===== src/rtl/bps_pkg.sv =====
// Shared types, codes and type-word tables for the bracketed packet scanner.
package bps_pkg;

    localparam int unsigned BYTE_W      = 8;
    localparam int unsigned TOTAL_W     = 16;
    localparam int unsigned QUEUE_DEPTH = 4;

    localparam logic [3:0] LEN_PUBKEY  = 4'd6;
    localparam logic [3:0] LEN_KEYPAIR = 4'd7;
    localparam logic [3:0] LEN_PRIVKEY = 4'd7;
    localparam logic [3:0] LEN_MAX     = 4'd15;

    localparam logic [BYTE_W-1:0] CH_OPEN  = 8'h5B;
    localparam logic [BYTE_W-1:0] CH_CLOSE = 8'h5D;
    localparam logic [BYTE_W-1:0] CH_E     = 8'h65;
    localparam logic [BYTE_W-1:0] CH_N     = 8'h6E;
    localparam logic [BYTE_W-1:0] CH_D     = 8'h64;
    localparam logic [BYTE_W-1:0] CH_SP    = 8'h20;
    localparam logic [BYTE_W-1:0] CH_TAB   = 8'h09;
    localparam logic [BYTE_W-1:0] CH_LF    = 8'h0A;
    localparam logic [BYTE_W-1:0] CH_CR    = 8'h0D;

    typedef enum logic [1:0] {
        ROLE_NONE = 2'd0,
        ROLE_TYPE = 2'd1,
        ROLE_ARGS = 2'd2,
        ROLE_BODY = 2'd3
    } t_role;

    typedef enum logic [1:0] {
        KIND_PUBKEY  = 2'd0,
        KIND_KEYPAIR = 2'd1,
        KIND_PRIVKEY = 2'd2,
        KIND_UNKNOWN = 2'd3
    } t_kind;

    typedef struct packed {
        logic [BYTE_W-1:0] ch;
        logic              is_letter;
        logic              is_blank;
        logic              is_open;
        logic              is_close;
        logic              is_e;
        logic              is_n;
        logic              is_d;
    } t_cls;

    function automatic logic [BYTE_W-1:0] kind_char(input logic [1:0] k,
                                                    input logic [3:0] idx);
        logic [BYTE_W-1:0] c;
        c = '0;
        case (k)
            2'd0: begin
                case (idx)
                    4'd0: c = 8'h70;
                    4'd1: c = 8'h75;
                    4'd2: c = 8'h62;
                    4'd3: c = 8'h6B;
                    4'd4: c = 8'h65;
                    4'd5: c = 8'h79;
                    default: c = '0;
                endcase
            end
            2'd1: begin
                case (idx)
                    4'd0: c = 8'h6B;
                    4'd1: c = 8'h65;
                    4'd2: c = 8'h79;
                    4'd3: c = 8'h70;
                    4'd4: c = 8'h61;
                    4'd5: c = 8'h69;
                    4'd6: c = 8'h72;
                    default: c = '0;
                endcase
            end
            2'd2: begin
                case (idx)
                    4'd0: c = 8'h70;
                    4'd1: c = 8'h72;
                    4'd2: c = 8'h69;
                    4'd3: c = 8'h76;
                    4'd4: c = 8'h6B;
                    4'd5: c = 8'h65;
                    4'd6: c = 8'h79;
                    default: c = '0;
                endcase
            end
            default: c = '0;
        endcase
        return c;
    endfunction

    function automatic logic [2:0] match_flags(input logic [2:0]        flags,
                                               input logic [3:0]        idx,
                                               input logic [BYTE_W-1:0] c);
        logic [2:0] f;
        f = flags;
        for (int k = 0; k < 3; k++) begin
            if (kind_char(2'(k), idx) != c) begin
                f[k] = 1'b0;
            end
        end
        return f;
    endfunction

    function automatic t_kind pick_kind(input logic [2:0] flags,
                                        input logic [3:0] len);
        t_kind r;
        r = KIND_UNKNOWN;
        if (flags[0] && len == LEN_PUBKEY) begin
            r = KIND_PUBKEY;
        end else if (flags[1] && len == LEN_KEYPAIR) begin
            r = KIND_KEYPAIR;
        end else if (flags[2] && len == LEN_PRIVKEY) begin
            r = KIND_PRIVKEY;
        end
        return r;
    endfunction

endpackage


===== src/rtl/bps_front.sv =====
// Front stage: takes bytes, classifies them and pushes them into the queue.
module bps_front (
    input  logic                        i_clk,
    input  logic                        i_rst_n,
    input  logic                        i_valid,
    output logic                        o_stall,
    input  logic [bps_pkg::BYTE_W-1:0]  i_in_byte,
    input  logic                        i_full,
    output logic                        o_push,
    output bps_pkg::t_cls               o_cls
);
    import bps_pkg::*;

    logic  r_valid, n_valid;
    t_cls  r_cls, n_cls;
    logic  accept;

    assign o_stall = r_valid && i_full;
    assign o_push  = r_valid && !i_full;
    assign accept  = i_valid && !o_stall;
    assign o_cls   = r_cls;

    always_comb begin
        n_cls           = r_cls;
        n_valid         = r_valid;
        if (o_push) begin
            n_valid = 1'b0;
        end
        if (accept) begin
            n_valid         = 1'b1;
            n_cls.ch        = i_in_byte;
            n_cls.is_letter = (i_in_byte >= 8'h41 && i_in_byte <= 8'h5A) ||
                              (i_in_byte >= 8'h61 && i_in_byte <= 8'h7A);
            n_cls.is_blank  = (i_in_byte == CH_SP) || (i_in_byte == CH_TAB) ||
                              (i_in_byte == CH_LF) || (i_in_byte == CH_CR);
            n_cls.is_open   = (i_in_byte == CH_OPEN);
            n_cls.is_close  = (i_in_byte == CH_CLOSE);
            n_cls.is_e      = (i_in_byte == CH_E);
            n_cls.is_n      = (i_in_byte == CH_N);
            n_cls.is_d      = (i_in_byte == CH_D);
        end
    end

    always_ff @(posedge i_clk) begin
        if (!i_rst_n) begin
            r_valid <= 1'b0;
        end else begin
            r_valid <= n_valid;
        end
        r_cls <= n_cls;
    end

endmodule


===== src/rtl/bps_queue.sv =====
// Short queue of classified bytes between the front and the scanner.
module bps_queue #(
    parameter int unsigned DEPTH = 4
) (
    input  logic          i_clk,
    input  logic          i_rst_n,
    input  logic          i_push,
    input  bps_pkg::t_cls i_cls,
    output logic          o_full,
    input  logic          i_pop,
    output logic          o_nonempty,
    output bps_pkg::t_cls o_cls
);
    import bps_pkg::*;

    localparam int unsigned PTR_W = (DEPTH > 1) ? $clog2(DEPTH) : 1;
    localparam int unsigned CNT_W = $clog2(DEPTH + 1);

    t_cls             r_mem [DEPTH];
    logic [PTR_W-1:0] r_wr, n_wr;
    logic [PTR_W-1:0] r_rd, n_rd;
    logic [CNT_W-1:0] r_cnt, n_cnt;

    assign o_full     = (r_cnt == CNT_W'(DEPTH));
    assign o_nonempty = (r_cnt != '0);
    assign o_cls      = r_mem[r_rd];

    always_comb begin
        n_wr  = r_wr;
        n_rd  = r_rd;
        n_cnt = r_cnt;
        if (i_push) begin
            n_wr = (r_wr == PTR_W'(DEPTH - 1)) ? '0 : r_wr + 1'b1;
        end
        if (i_pop) begin
            n_rd = (r_rd == PTR_W'(DEPTH - 1)) ? '0 : r_rd + 1'b1;
        end
        if (i_push && !i_pop) begin
            n_cnt = r_cnt + 1'b1;
        end else if (i_pop && !i_push) begin
            n_cnt = r_cnt - 1'b1;
        end
    end

    always_ff @(posedge i_clk) begin
        if (!i_rst_n) begin
            r_wr  <= '0;
            r_rd  <= '0;
            r_cnt <= '0;
        end else begin
            r_wr  <= n_wr;
            r_rd  <= n_rd;
            r_cnt <= n_cnt;
        end
        if (i_push) begin
            r_mem[r_wr] <= i_cls;
        end
    end

    a_no_push_full: assert property (@(posedge i_clk) disable iff (!i_rst_n)
        i_push |-> !o_full)
        else $error("push into full queue");

    a_no_pop_empty: assert property (@(posedge i_clk) disable iff (!i_rst_n)
        i_pop |-> o_nonempty)
        else $error("pop from empty queue");

    a_cnt_range: assert property (@(posedge i_clk) disable iff (!i_rst_n)
        r_cnt <= CNT_W'(DEPTH))
        else $error("queue fill out of range");

endmodule


===== src/rtl/bps_back.sv =====
// Back stage: packet scanner state machine, counter and output register.
module bps_back #(
    parameter int unsigned COUNT_WIDTH = 16
) (
    input  logic                         i_clk,
    input  logic                         i_rst_n,
    input  logic                         i_q_nonempty,
    input  bps_pkg::t_cls                i_cls,
    output logic                         o_pop,
    output logic                         o_valid,
    input  logic                         i_stall,
    output logic [1:0]                   o_byte_role,
    output logic                         o_discard,
    output logic                         o_packet_done,
    output logic [1:0]                   o_packet_kind,
    output logic [bps_pkg::TOTAL_W-1:0]  o_accepted_total
);
    import bps_pkg::*;

    typedef enum logic [10:0] {
        S_SKIP  = 11'b000_0000_0001,
        S_OPEN  = 11'b000_0000_0010,
        S_TYPE  = 11'b000_0000_0100,
        S_FTYPE = 11'b000_0000_1000,
        S_ARGS  = 11'b000_0001_0000,
        S_FARGS = 11'b000_0010_0000,
        S_BODY  = 11'b000_0100_0000,
        S_E1    = 11'b000_1000_0000,
        S_E2    = 11'b001_0000_0000,
        S_E3    = 11'b010_0000_0000,
        S_E4    = 11'b100_0000_0000
    } t_state;

    t_state                 r_state, n_state;
    logic [2:0]             r_flags, n_flags;
    logic [3:0]             r_len, n_len;
    t_kind                  r_kind, n_kind;
    logic [COUNT_WIDTH-1:0] r_count, n_count;

    logic                   r_out_valid;
    t_role                  r_role;
    logic                   r_discard;
    logic                   r_done;
    t_kind                  r_pkind;
    logic [TOTAL_W-1:0]     r_total;

    t_role                  role;
    logic                   done;
    t_kind                  pkind;
    logic                   from_skip;
    logic                   discard;
    logic                   take;

    assign take  = i_q_nonempty && (!r_out_valid || !i_stall);
    assign o_pop = take;

    always_comb begin
        n_state   = S_SKIP;
        n_flags   = r_flags;
        n_len     = r_len;
        n_kind    = r_kind;
        n_count   = r_count;
        role      = ROLE_NONE;
        done      = 1'b0;
        pkind     = KIND_PUBKEY;
        from_skip = 1'b0;
        case (r_state)
            S_OPEN: begin
                n_flags = 3'b111;
                n_len   = '0;
                if (i_cls.is_letter) begin
                    n_flags = match_flags(3'b111, 4'd0, i_cls.ch);
                    n_len   = 4'd1;
                    role    = ROLE_TYPE;
                    n_state = S_TYPE;
                end
            end
            S_TYPE: begin
                if (i_cls.is_letter) begin
                    n_flags = match_flags(r_flags, r_len, i_cls.ch);
                    n_len   = (r_len != LEN_MAX) ? r_len + 4'd1 : r_len;
                    role    = ROLE_TYPE;
                    n_state = S_TYPE;
                end else if (i_cls.is_blank) begin
                    n_kind  = pick_kind(r_flags, r_len);
                    n_state = S_FTYPE;
                end
            end
            S_FTYPE: begin
                if (i_cls.is_blank) begin
                    n_state = S_FTYPE;
                end else if (!i_cls.is_close) begin
                    role    = ROLE_ARGS;
                    n_state = S_ARGS;
                end
            end
            S_ARGS: begin
                if (i_cls.is_close) begin
                    n_state = S_FARGS;
                end else begin
                    role    = ROLE_ARGS;
                    n_state = S_ARGS;
                end
            end
            S_FARGS: begin
                if (!i_cls.is_open && !i_cls.is_close) begin
                    role    = ROLE_BODY;
                    n_state = S_BODY;
                end
            end
            S_BODY: begin
                if (i_cls.is_open) begin
                    n_state = S_E1;
                end else if (!i_cls.is_close) begin
                    role    = ROLE_BODY;
                    n_state = S_BODY;
                end
            end
            S_E1: begin
                n_state = i_cls.is_e ? S_E2 : S_SKIP;
            end
            S_E2: begin
                n_state = i_cls.is_n ? S_E3 : S_SKIP;
            end
            S_E3: begin
                n_state = i_cls.is_d ? S_E4 : S_SKIP;
            end
            S_E4: begin
                if (i_cls.is_close) begin
                    done  = 1'b1;
                    pkind = r_kind;
                    if (r_kind != KIND_UNKNOWN && r_count != '1) begin
                        n_count = r_count + 1'b1;
                    end
                end
            end
            default: begin
                from_skip = 1'b1;
                if (i_cls.is_open) begin
                    n_state = S_OPEN;
                end
            end
        endcase
        discard = !from_skip && (n_state == S_SKIP) && !done;
    end

    always_ff @(posedge i_clk) begin
        if (!i_rst_n) begin
            r_state     <= S_SKIP;
            r_flags     <= 3'b111;
            r_len       <= '0;
            r_kind      <= KIND_UNKNOWN;
            r_count     <= '0;
            r_out_valid <= 1'b0;
        end else begin
            if (take) begin
                r_state <= n_state;
                r_flags <= n_flags;
                r_len   <= n_len;
                r_kind  <= n_kind;
                r_count <= n_count;
            end
            if (take) begin
                r_out_valid <= 1'b1;
            end else if (!i_stall) begin
                r_out_valid <= 1'b0;
            end
        end
        if (take) begin
            r_role    <= role;
            r_discard <= discard;
            r_done    <= done;
            r_pkind   <= pkind;
            r_total   <= TOTAL_W'(n_count);
        end
    end

    assign o_valid          = r_out_valid;
    assign o_byte_role      = r_role;
    assign o_discard        = r_discard;
    assign o_packet_done    = r_done;
    assign o_packet_kind    = r_pkind;
    assign o_accepted_total = r_total;

    a_done_no_discard: assert property (@(posedge i_clk) disable iff (!i_rst_n)
        (r_out_valid && r_done) |-> !r_discard)
        else $error("completed request also flagged as discarded");

    a_done_to_skip: assert property (@(posedge i_clk) disable iff (!i_rst_n)
        (take && done) |=> (r_state == S_SKIP))
        else $error("scanner not back to skipping after completion");

    a_type_role_state: assert property (@(posedge i_clk) disable iff (!i_rst_n)
        (take && role == ROLE_TYPE) |=> (r_state == S_TYPE))
        else $error("type letter without type state");

    a_count_mono: assert property (@(posedge i_clk) disable iff (!i_rst_n)
        $past(i_rst_n) |-> (r_count >= $past(r_count)))
        else $error("packet counter went backwards");

endmodule


===== src/rtl/bracketed_packet_scanner.sv =====
// Top level of the bracketed packet scanner: front, queue and scanner back end.
// Scans a byte stream for "[type args]body[end]" packets and returns one tagged
// request per input byte, in order. One byte enters per clock when the output is
// not stalled; a byte passes the front register, a four-entry queue and the
// scanner's output register in that order. The scanner updates its state once
// per byte taken, which sets the sustained rate of one byte per clock; the queue
// absorbs up to four bytes (plus one in the front register) while the output
// side is stalled.
module bracketed_packet_scanner #(
    parameter int unsigned COUNT_WIDTH = 16
) (
    input  logic                         i_clk,
    input  logic                         i_rst_n,
    input  logic                         i_valid,
    output logic                         o_stall,
    input  logic [bps_pkg::BYTE_W-1:0]   i_in_byte,
    output logic                         o_valid,
    input  logic                         i_stall,
    output logic [1:0]                   o_byte_role,
    output logic                         o_discard,
    output logic                         o_packet_done,
    output logic [1:0]                   o_packet_kind,
    output logic [bps_pkg::TOTAL_W-1:0]  o_accepted_total
);
    import bps_pkg::*;

    logic  push;
    logic  full;
    logic  pop;
    logic  nonempty;
    t_cls  front_cls;
    t_cls  queue_cls;

    bps_front u_front (
        .i_clk     (i_clk),
        .i_rst_n   (i_rst_n),
        .i_valid   (i_valid),
        .o_stall   (o_stall),
        .i_in_byte (i_in_byte),
        .i_full    (full),
        .o_push    (push),
        .o_cls     (front_cls)
    );

    bps_queue #(
        .DEPTH (QUEUE_DEPTH)
    ) u_queue (
        .i_clk      (i_clk),
        .i_rst_n    (i_rst_n),
        .i_push     (push),
        .i_cls      (front_cls),
        .o_full     (full),
        .i_pop      (pop),
        .o_nonempty (nonempty),
        .o_cls      (queue_cls)
    );

    bps_back #(
        .COUNT_WIDTH (COUNT_WIDTH)
    ) u_back (
        .i_clk            (i_clk),
        .i_rst_n          (i_rst_n),
        .i_q_nonempty     (nonempty),
        .i_cls            (queue_cls),
        .o_pop            (pop),
        .o_valid          (o_valid),
        .i_stall          (i_stall),
        .o_byte_role      (o_byte_role),
        .o_discard        (o_discard),
        .o_packet_done    (o_packet_done),
        .o_packet_kind    (o_packet_kind),
        .o_accepted_total (o_accepted_total)
    );

endmodule

===== config.mk =====
export PLATFORM = sky130hd
export DESIGN_NAME = bracketed_packet_scanner
export DESIGN_NICKNAME = d
export VERILOG_FILES = /design/src/rtl/bps_pkg.sv /design/src/rtl/bps_front.sv /design/src/rtl/bps_queue.sv /design/src/rtl/bps_back.sv /design/src/rtl/bracketed_packet_scanner.sv
export SDC_FILE = /design/constraint.sdc
export NUM_CORES = 1
export LEC_CHECK = 0
export BUFFER_PORTS_ARGS = -buffer_cell sky130_fd_sc_hd__buf_2
export CAP_MARGIN = 25
export CORE_MARGIN = 1
export CORE_UTILIZATION = 35
export CTS_CLUSTER_DIAMETER = 200
export DETAILED_ROUTE_END_ITERATION = 8
export GPL_TIMING_DRIVEN = 0
export MAX_ROUTING_LAYER = met4
export PLACE_DENSITY_LB_ADDON = 0.25
export SLEW_MARGIN = 5
export SYNTH_ARGS = -nofsm -noshare
export SYNTH_HDL_FRONTEND = slang
export SYNTH_SLANG_ARGS = --single-unit

===== constraint.sdc =====
create_clock -name i_clk -period 6.45 [get_ports i_clk]
set_clock_uncertainty 0.05 [all_clocks]
set_input_delay 0.3225 -clock i_clk [delete_from_list [all_inputs] [get_ports i_clk]]
set_output_delay 0.3225 -clock i_clk [all_outputs]
set_load 0.02 [all_outputs]

======== Word-level counts from Yosys, hierarchy flattened ========
Memory sizes are Yosys's and may differ from the RTL's. A register that Yosys moved wholly into a read port is not among the register bits.
Index checks and enable logic that the tools add are counted.
word-level totals
  register bits after elaboration ......... 82
  memories ................................ 1
  ROM bits ................................ 0
  output and inout port bits .............. 24
  latch bits .............................. 0
  RAM bits ................................ 60
memories
  name           words  bits a word  read ports  clocked after Yosys merged registers in  write ports  RTL line         source
  u_queue.r_mem  4      15           1           1                                        1            bps_queue.sv:19  t_cls r_mem [DEPTH];
operators by class
  div/mod/pow operators ................... 0
  bitwise gates (word level) .............. 1
  $mul .................................... 0
  equal/unequal tests ..................... 44
  mux-type cells .......................... 66
  shift-type cells ........................ 0
  $lt $le $gt $ge ......................... 4
  add/subtract/negate cells ............... 6
  reduce and logical (&&, ||, !) cells .... 42
operators by type and width
  operator               count
  $pmux 11 s10           1
  $pmux 7 s7             2
  $mux 8                 10
  $mux 16                3
  $mux 11                4
  $pmux 7 s6             1
  $eq 8x7->1 const B     5
  $ne 8x8->1             5
  $eq 8x4->1 const B     3
  $mux 2                 12
  $reduce_and 4->1       5
  $add 16x1->16 const B  1
  $eq 4x3->1 const B     4
  $ge 8x7->1 const B     2
  $le 8x7->1 const B     2
  $mux 1                 16
  $ne 16x16->1 const B   1
  $logic_and 1x1->1      15
  $mux 3                 5
  $mux 7                 2
  $mux 4                 3
  $eq 11x1->1 const B    1
  $eq 11x10->1 const B   1
  $eq 11x11->1 const B   1
  other kinds (36)       58

======== Longest topological paths before layout ========
  word-level depth ........................ 8
  depth in mapped cells ................... 10
  depth with buffers taken out ............ 8

======== Hierarchy ========
From an unflattened synthesis, not the netlist that was laid out.
second synthesis, totals
  cell total of the unflattened synthesis .. 603
  area total of the unflattened synthesis .. 7014.2 µm²
by module, submodules not included
  module     cells each  sequential area each (µm²)  instances  area an instance (µm²)
  bps_back   435         1401.3                      1          3696.0
  bps_queue  122         1981.9                      1          2653.8
  bps_front  46          470.5                       1          664.4

======== Worst setup path before layout ========
Ideal clock, no wire load.
  kind .................................... flip-flop to flip-flop
  start point ............................. reg u_queue.r_cnt[0]
  end point ............................... reg u_queue.r_cnt[2]
  slack ................................... 3.846 ns
  period minus slack after synthesis ...... 2.604 ns
  stages on the path, launching flop included .. 11
  setup time .............................. 0.070 ns
  required time ........................... 6.330 ns
  arrival ................................. 2.483 ns
  buffers on the path ..................... 2
  cells stage by stage .................... dfxtp_1 > nor3_1 > a21o_1 > clkbuf_1 > buf_1 > ha_1 > inv_1 > fa_1 > xor2_1 > or3_1 > a21oi_1
between the ends
  word-level cells in the longest chain between the ends .. 6
ends and longest elaborated chain
  element                                              RTL line         source
  start, declared                                      bps_queue.sv:22  logic [CNT_W-1:0] r_cnt, n_cnt;
  start signal, assigned                               bps_queue.sv:53  r_cnt <= n_cnt;
  branches (longest 6 deep; another with $sub 3x1->3)  -
Parallel ways; which one is timed is not known. The select of a mux whose other input is x is not followed.
A chain may end at the register's enable or synchronous reset.

======== Worst setup path in the final report ========
Ends and elaborated chain as after synthesis.

==> metrics.md <==
| Metric | Value |
|---|---|
| Worst hold path type | input port to flop |
| Top cells by area, synth | edfxtp_1 42%, dfxtp_1 14%, mux4_2 4.9% |
| Synth top area share | 41.9% |
| Hold_ws | 0.0592 ns |
| Vias in the first global route | 4696 |
| Chip Width | 143 um |
| Psw | 985 uW |
| Maxcap violations | 0 |
| # hold bufs at CTS | 0 |
| CP startpoint kind | flop |
| Internal power | 1.95 mW |
| Initial antenna violation count | 0 |
| CP endpoint kind | flop |
| Syn Nets | 633 |
| Worst-path clk slew | 0.07 ns |
| Reg2Reg Launch Point | u_queue.r_cnt[0] |
| Fin crit share | 48.5% |
| Largest net degree at the start of global routing | 32 |
| Unrepaired setup endpoints after global routing | no |
| Yosys Warn Count | 0 |
| Per-cell routed wire length | 15.7 um |
| CTS Buffer Depth | 2 |
| Slew headroom | 44.2% |
| # IOs | 36 |
| Die area | 20400 sq um |
| Max-slew violations | 0 |
| Final HPWL DP | 10.5 mm |
| Pwr dens | 365 nW/um^2 |
| Crit path arrival time | 3.43 ns |
| Effective utilization at floorplan | 35.7% |
| DRC Markers | 0 |
| CTS tree | yes |
| Final hold violations | 0 |
| Clk network pwr share | 32.6% |
| Critical Path Source | u_queue.r_cnt[0] |
| Final #Nets | 688 |
| Cell taking the most area after synthesis | edfxtp_1 |
| Cell count after synthesis | 609 |
| Register area share after synthesis | 55.5% |
| Final min period | 3.13 ns |
| Total CTS buffers | 17 |
| Via density per instance | 5.09 |
| Post-synth top flop | edfxtp_1 |
| Peak Freq | 319 MHz |
| IO Port Bufs | 35 |
| Final number of setup-violating endpoints | 0 |
| Slew of the pin with the lowest slew margin | 0.837 ns |
| Flops & latches, synth | 144 |
| Starting DRT DRC Count | 269 |
| Sequential power share | 40.4% |
| Site Rows | 51 |
| Post-route cell area | 8040 sq um |
| Core box area | 19500 sq um |
| FILL cells | 1853 |
| Synth Cell Area | 6950 sq um |
| Initial DRT Pass Iterations | 4 |
| Setup bufs post-CTS | 0 |
| Distinct cell type count after synthesis | 62 |
| Number of diodes | 0 |
| Worst Path Required | 6.75 ns |
| Worst vdd ir | 0.000205 V |
| Switching share of power | 33.6% |
| Dpl cell area | 7460 sq um |
| Root Buffer | clkbuf_16 |
| Min-delay src | i_in_byte[7] |
| Syn avg cell area | 11.4 sq um |
| GRT overflow | 0 |
| Crit path max fanout | 10 |
| First-pass GRT wire length | 24.3 mm |
| Final setup TNS | 0 ns |
| Total via count in the routed design | 4798 |
| Die Y | 143 um |
| Logic pwr share | 27.0% |
| LEAKAGE | 2.82 nW |
| GRT Util Overall | 16.0% |
| Post_cts resized | 0 |
| CTS H-Tree Depth | 4 |
| Status | complete, no violations |
| Ys async rst share | 0% |
| Post-synth EDFFs | 97 |
| Post-Route WL | 14.8 mm |
| Final GP Congestion | 0.823 |
| Share of cells above drive strength 1 | 16.4% |
| Final ANT Viol Nets | 0 |
| Worst skew pair latency | 0.42 ns |
| Crit path kind | flop to flop |
| Clock sink count | 144 |
| Area Growth Syn to Fin | 15.7% |
==> layout make-up <==
class,instances,area (sq um),share of cell area [%]
inverters,16,60.1,0.747
multi-input cells,414,2880,35.8
flip-flops and latches,144,3850,47.9
clock buffers,17,425,5.29
repair buffers,36,183,2.27
clock inverters,15,149,1.85
well taps,265,332,4.12
plain buffers,35,161,2.01
==> metal layers <==
metal / part of all wire, % / wire (um) / GRT usage [%]
met1: 48 / 7150 / 20.4
met2: 48 / 7090 / 25.4
met3: 2.8 / 416 / 3.25
met4: 0.97 / 143 / 5.38
met5: 0 / 0 / -
==> worst max-delay path, stage by stage (launching register included) <==
cell and delay, ns:
dfxtp_1 0.36, nor3_1 0.32, a21o_1 0.12, clkbuf_1 0.40, buf_1 0.44, ha_1 0.28, inv_1 0.06, fa_1 0.38
xor2_1 0.18, or3_1 0.31, a21oi_1 0.13
==> state kept, by name, summed over array words and instances, names as in the netlist, named ones only <==
name                     cells
u_back.r_len                 4
u_queue.r_wr                 2
u_queue.r_rd                 2
u_back.r_state              11
u_front.o_cls               15
u_back.o_packet_kind         2
u_back.r_kind                2
u_queue.r_cnt                3
u_back.o_valid               1
u_queue.r_mem               60
u_back.r_count              16
u_back.o_packet_done         1
u_back.o_discard             1
u_back.o_byte_role           2
u_front.r_valid              1
u_back.o_accepted_total     16
u_back.r_flags               3
==> power by group through the flow <==
| stage | clock [mW] | sequential, mW | combinational (mW) |
|---|---|---|---|
| 6_report | 0.957 | 1.18 | 0.792 |
| 5_1_grt | 1.02 | 1.20 | 0.873 |
| 4_1_cts | 0.981 | 1.19 | 0.805 |
| 3_5_place_dp | 0 | 1.21 | 0.803 |
| 3_3_place_gp | 0 | 1.20 | 0.792 |
| 2_1_floorplan | 0 | 1.29 | 0.474 |
==> metrics by stage <==
stage	setup WS (ns)	util [%]	power [mW]	cells
2_1_floorplan	3.85	-	1.77	609
3_3_place_gp	3.17	38.3	1.99	909
3_5_place_dp	3.27	38.4	2.01	910
4_1_cts	3.27	41.3	2.97	942
5_1_grt	3.05	41.3	3.09	942
6_report	3.32	41.3	2.93	942
==> synthesized netlist by cell type (2+ instances only) <==
master and instances:
nor3_1 14, o2111ai_1 2, or3_1 11, buf_6 3, o21ai_0 16, edfxtp_1 97, nand2b_1 8, buf_1 3
nor3b_1 2, a31oi_1 4, a21o_1 4, nand2_1 57, mux2_2 5, nand4_1 15, nor4b_1 6, a21oi_1 29
ha_1 11, clkbuf_1 24, nor4_4 2, nor2b_1 8, xnor2_1 24, a211oi_1 6, o21a_1 3, o32ai_1 2
buf_2 5, nor3_2 2, nand4b_1 4, dfxtp_1 47, xor2_1 20, mux2i_1 10, nand3b_1 3, and2_1 6
inv_1 16, a221oi_1 2, nand3_1 12, nor4_1 9, mux4_2 15, and3_1 6, o211ai_1 3, nor2_1 71
==> layout by cell type (no fill, tap or decap), types with 5 or more instances in the layout <==
| cell | count |
|---|---|
| o21ai_0 | 16 |
| mux2i_1 | 10 |
| or3_1 | 11 |
| clkbuf_16 | 17 |
| a21oi_1 | 29 |
| nor2b_1 | 8 |
| xor2_1 | 20 |
| mux4_2 | 15 |
| nand2_1 | 57 |
| mux2_2 | 5 |
| nor2_1 | 71 |
| clkbuf_1 | 23 |
| xnor2_1 | 24 |
| ha_1 | 11 |
| inv_1 | 16 |
| nand3_1 | 12 |
| nor4_1 | 9 |
| and3_1 | 6 |
| inv_6 | 5 |
| buf_2 | 40 |
| nand2b_1 | 8 |
| edfxtp_1 | 97 |
| a211oi_1 | 6 |
| nor3_1 | 14 |
| nand4_1 | 15 |
| and2_1 | 6 |
| nor4b_1 | 6 |
| dfxtp_1 | 47 |
==> worst paths after layout <==
check | to | slack [ns] | depth (start not counted)
setup / recovery | u_queue.r_cnt[2] | 3.32 | 10
hold / removal | u_front.o_cls[14] | 0.06 | 1
setup reg to reg | u_queue.r_cnt[2] | 3.32 | 10
hold reg to reg | u_back.o_valid | 0.44 | 2
==> kinds of logic (layout without fill, tap and decap cells) <==
family / after synthesis / after routing / synth area share (%)
buffers and inverters: 51 / 119 / 3.17
AOI/OAI and AO/OA: 82 / 82 / 7.85
DFF: 144 / 144 / 55.5
and+or+nand+nor: 246 / 246 / 18.6
adders and majority gates: 12 / 12 / 2.27
xor gates and xnor gates: 44 / 44 / 5.55
muxes: 30 / 30 / 7.11
No activity file was read; power rests on OpenSTA's default activity.
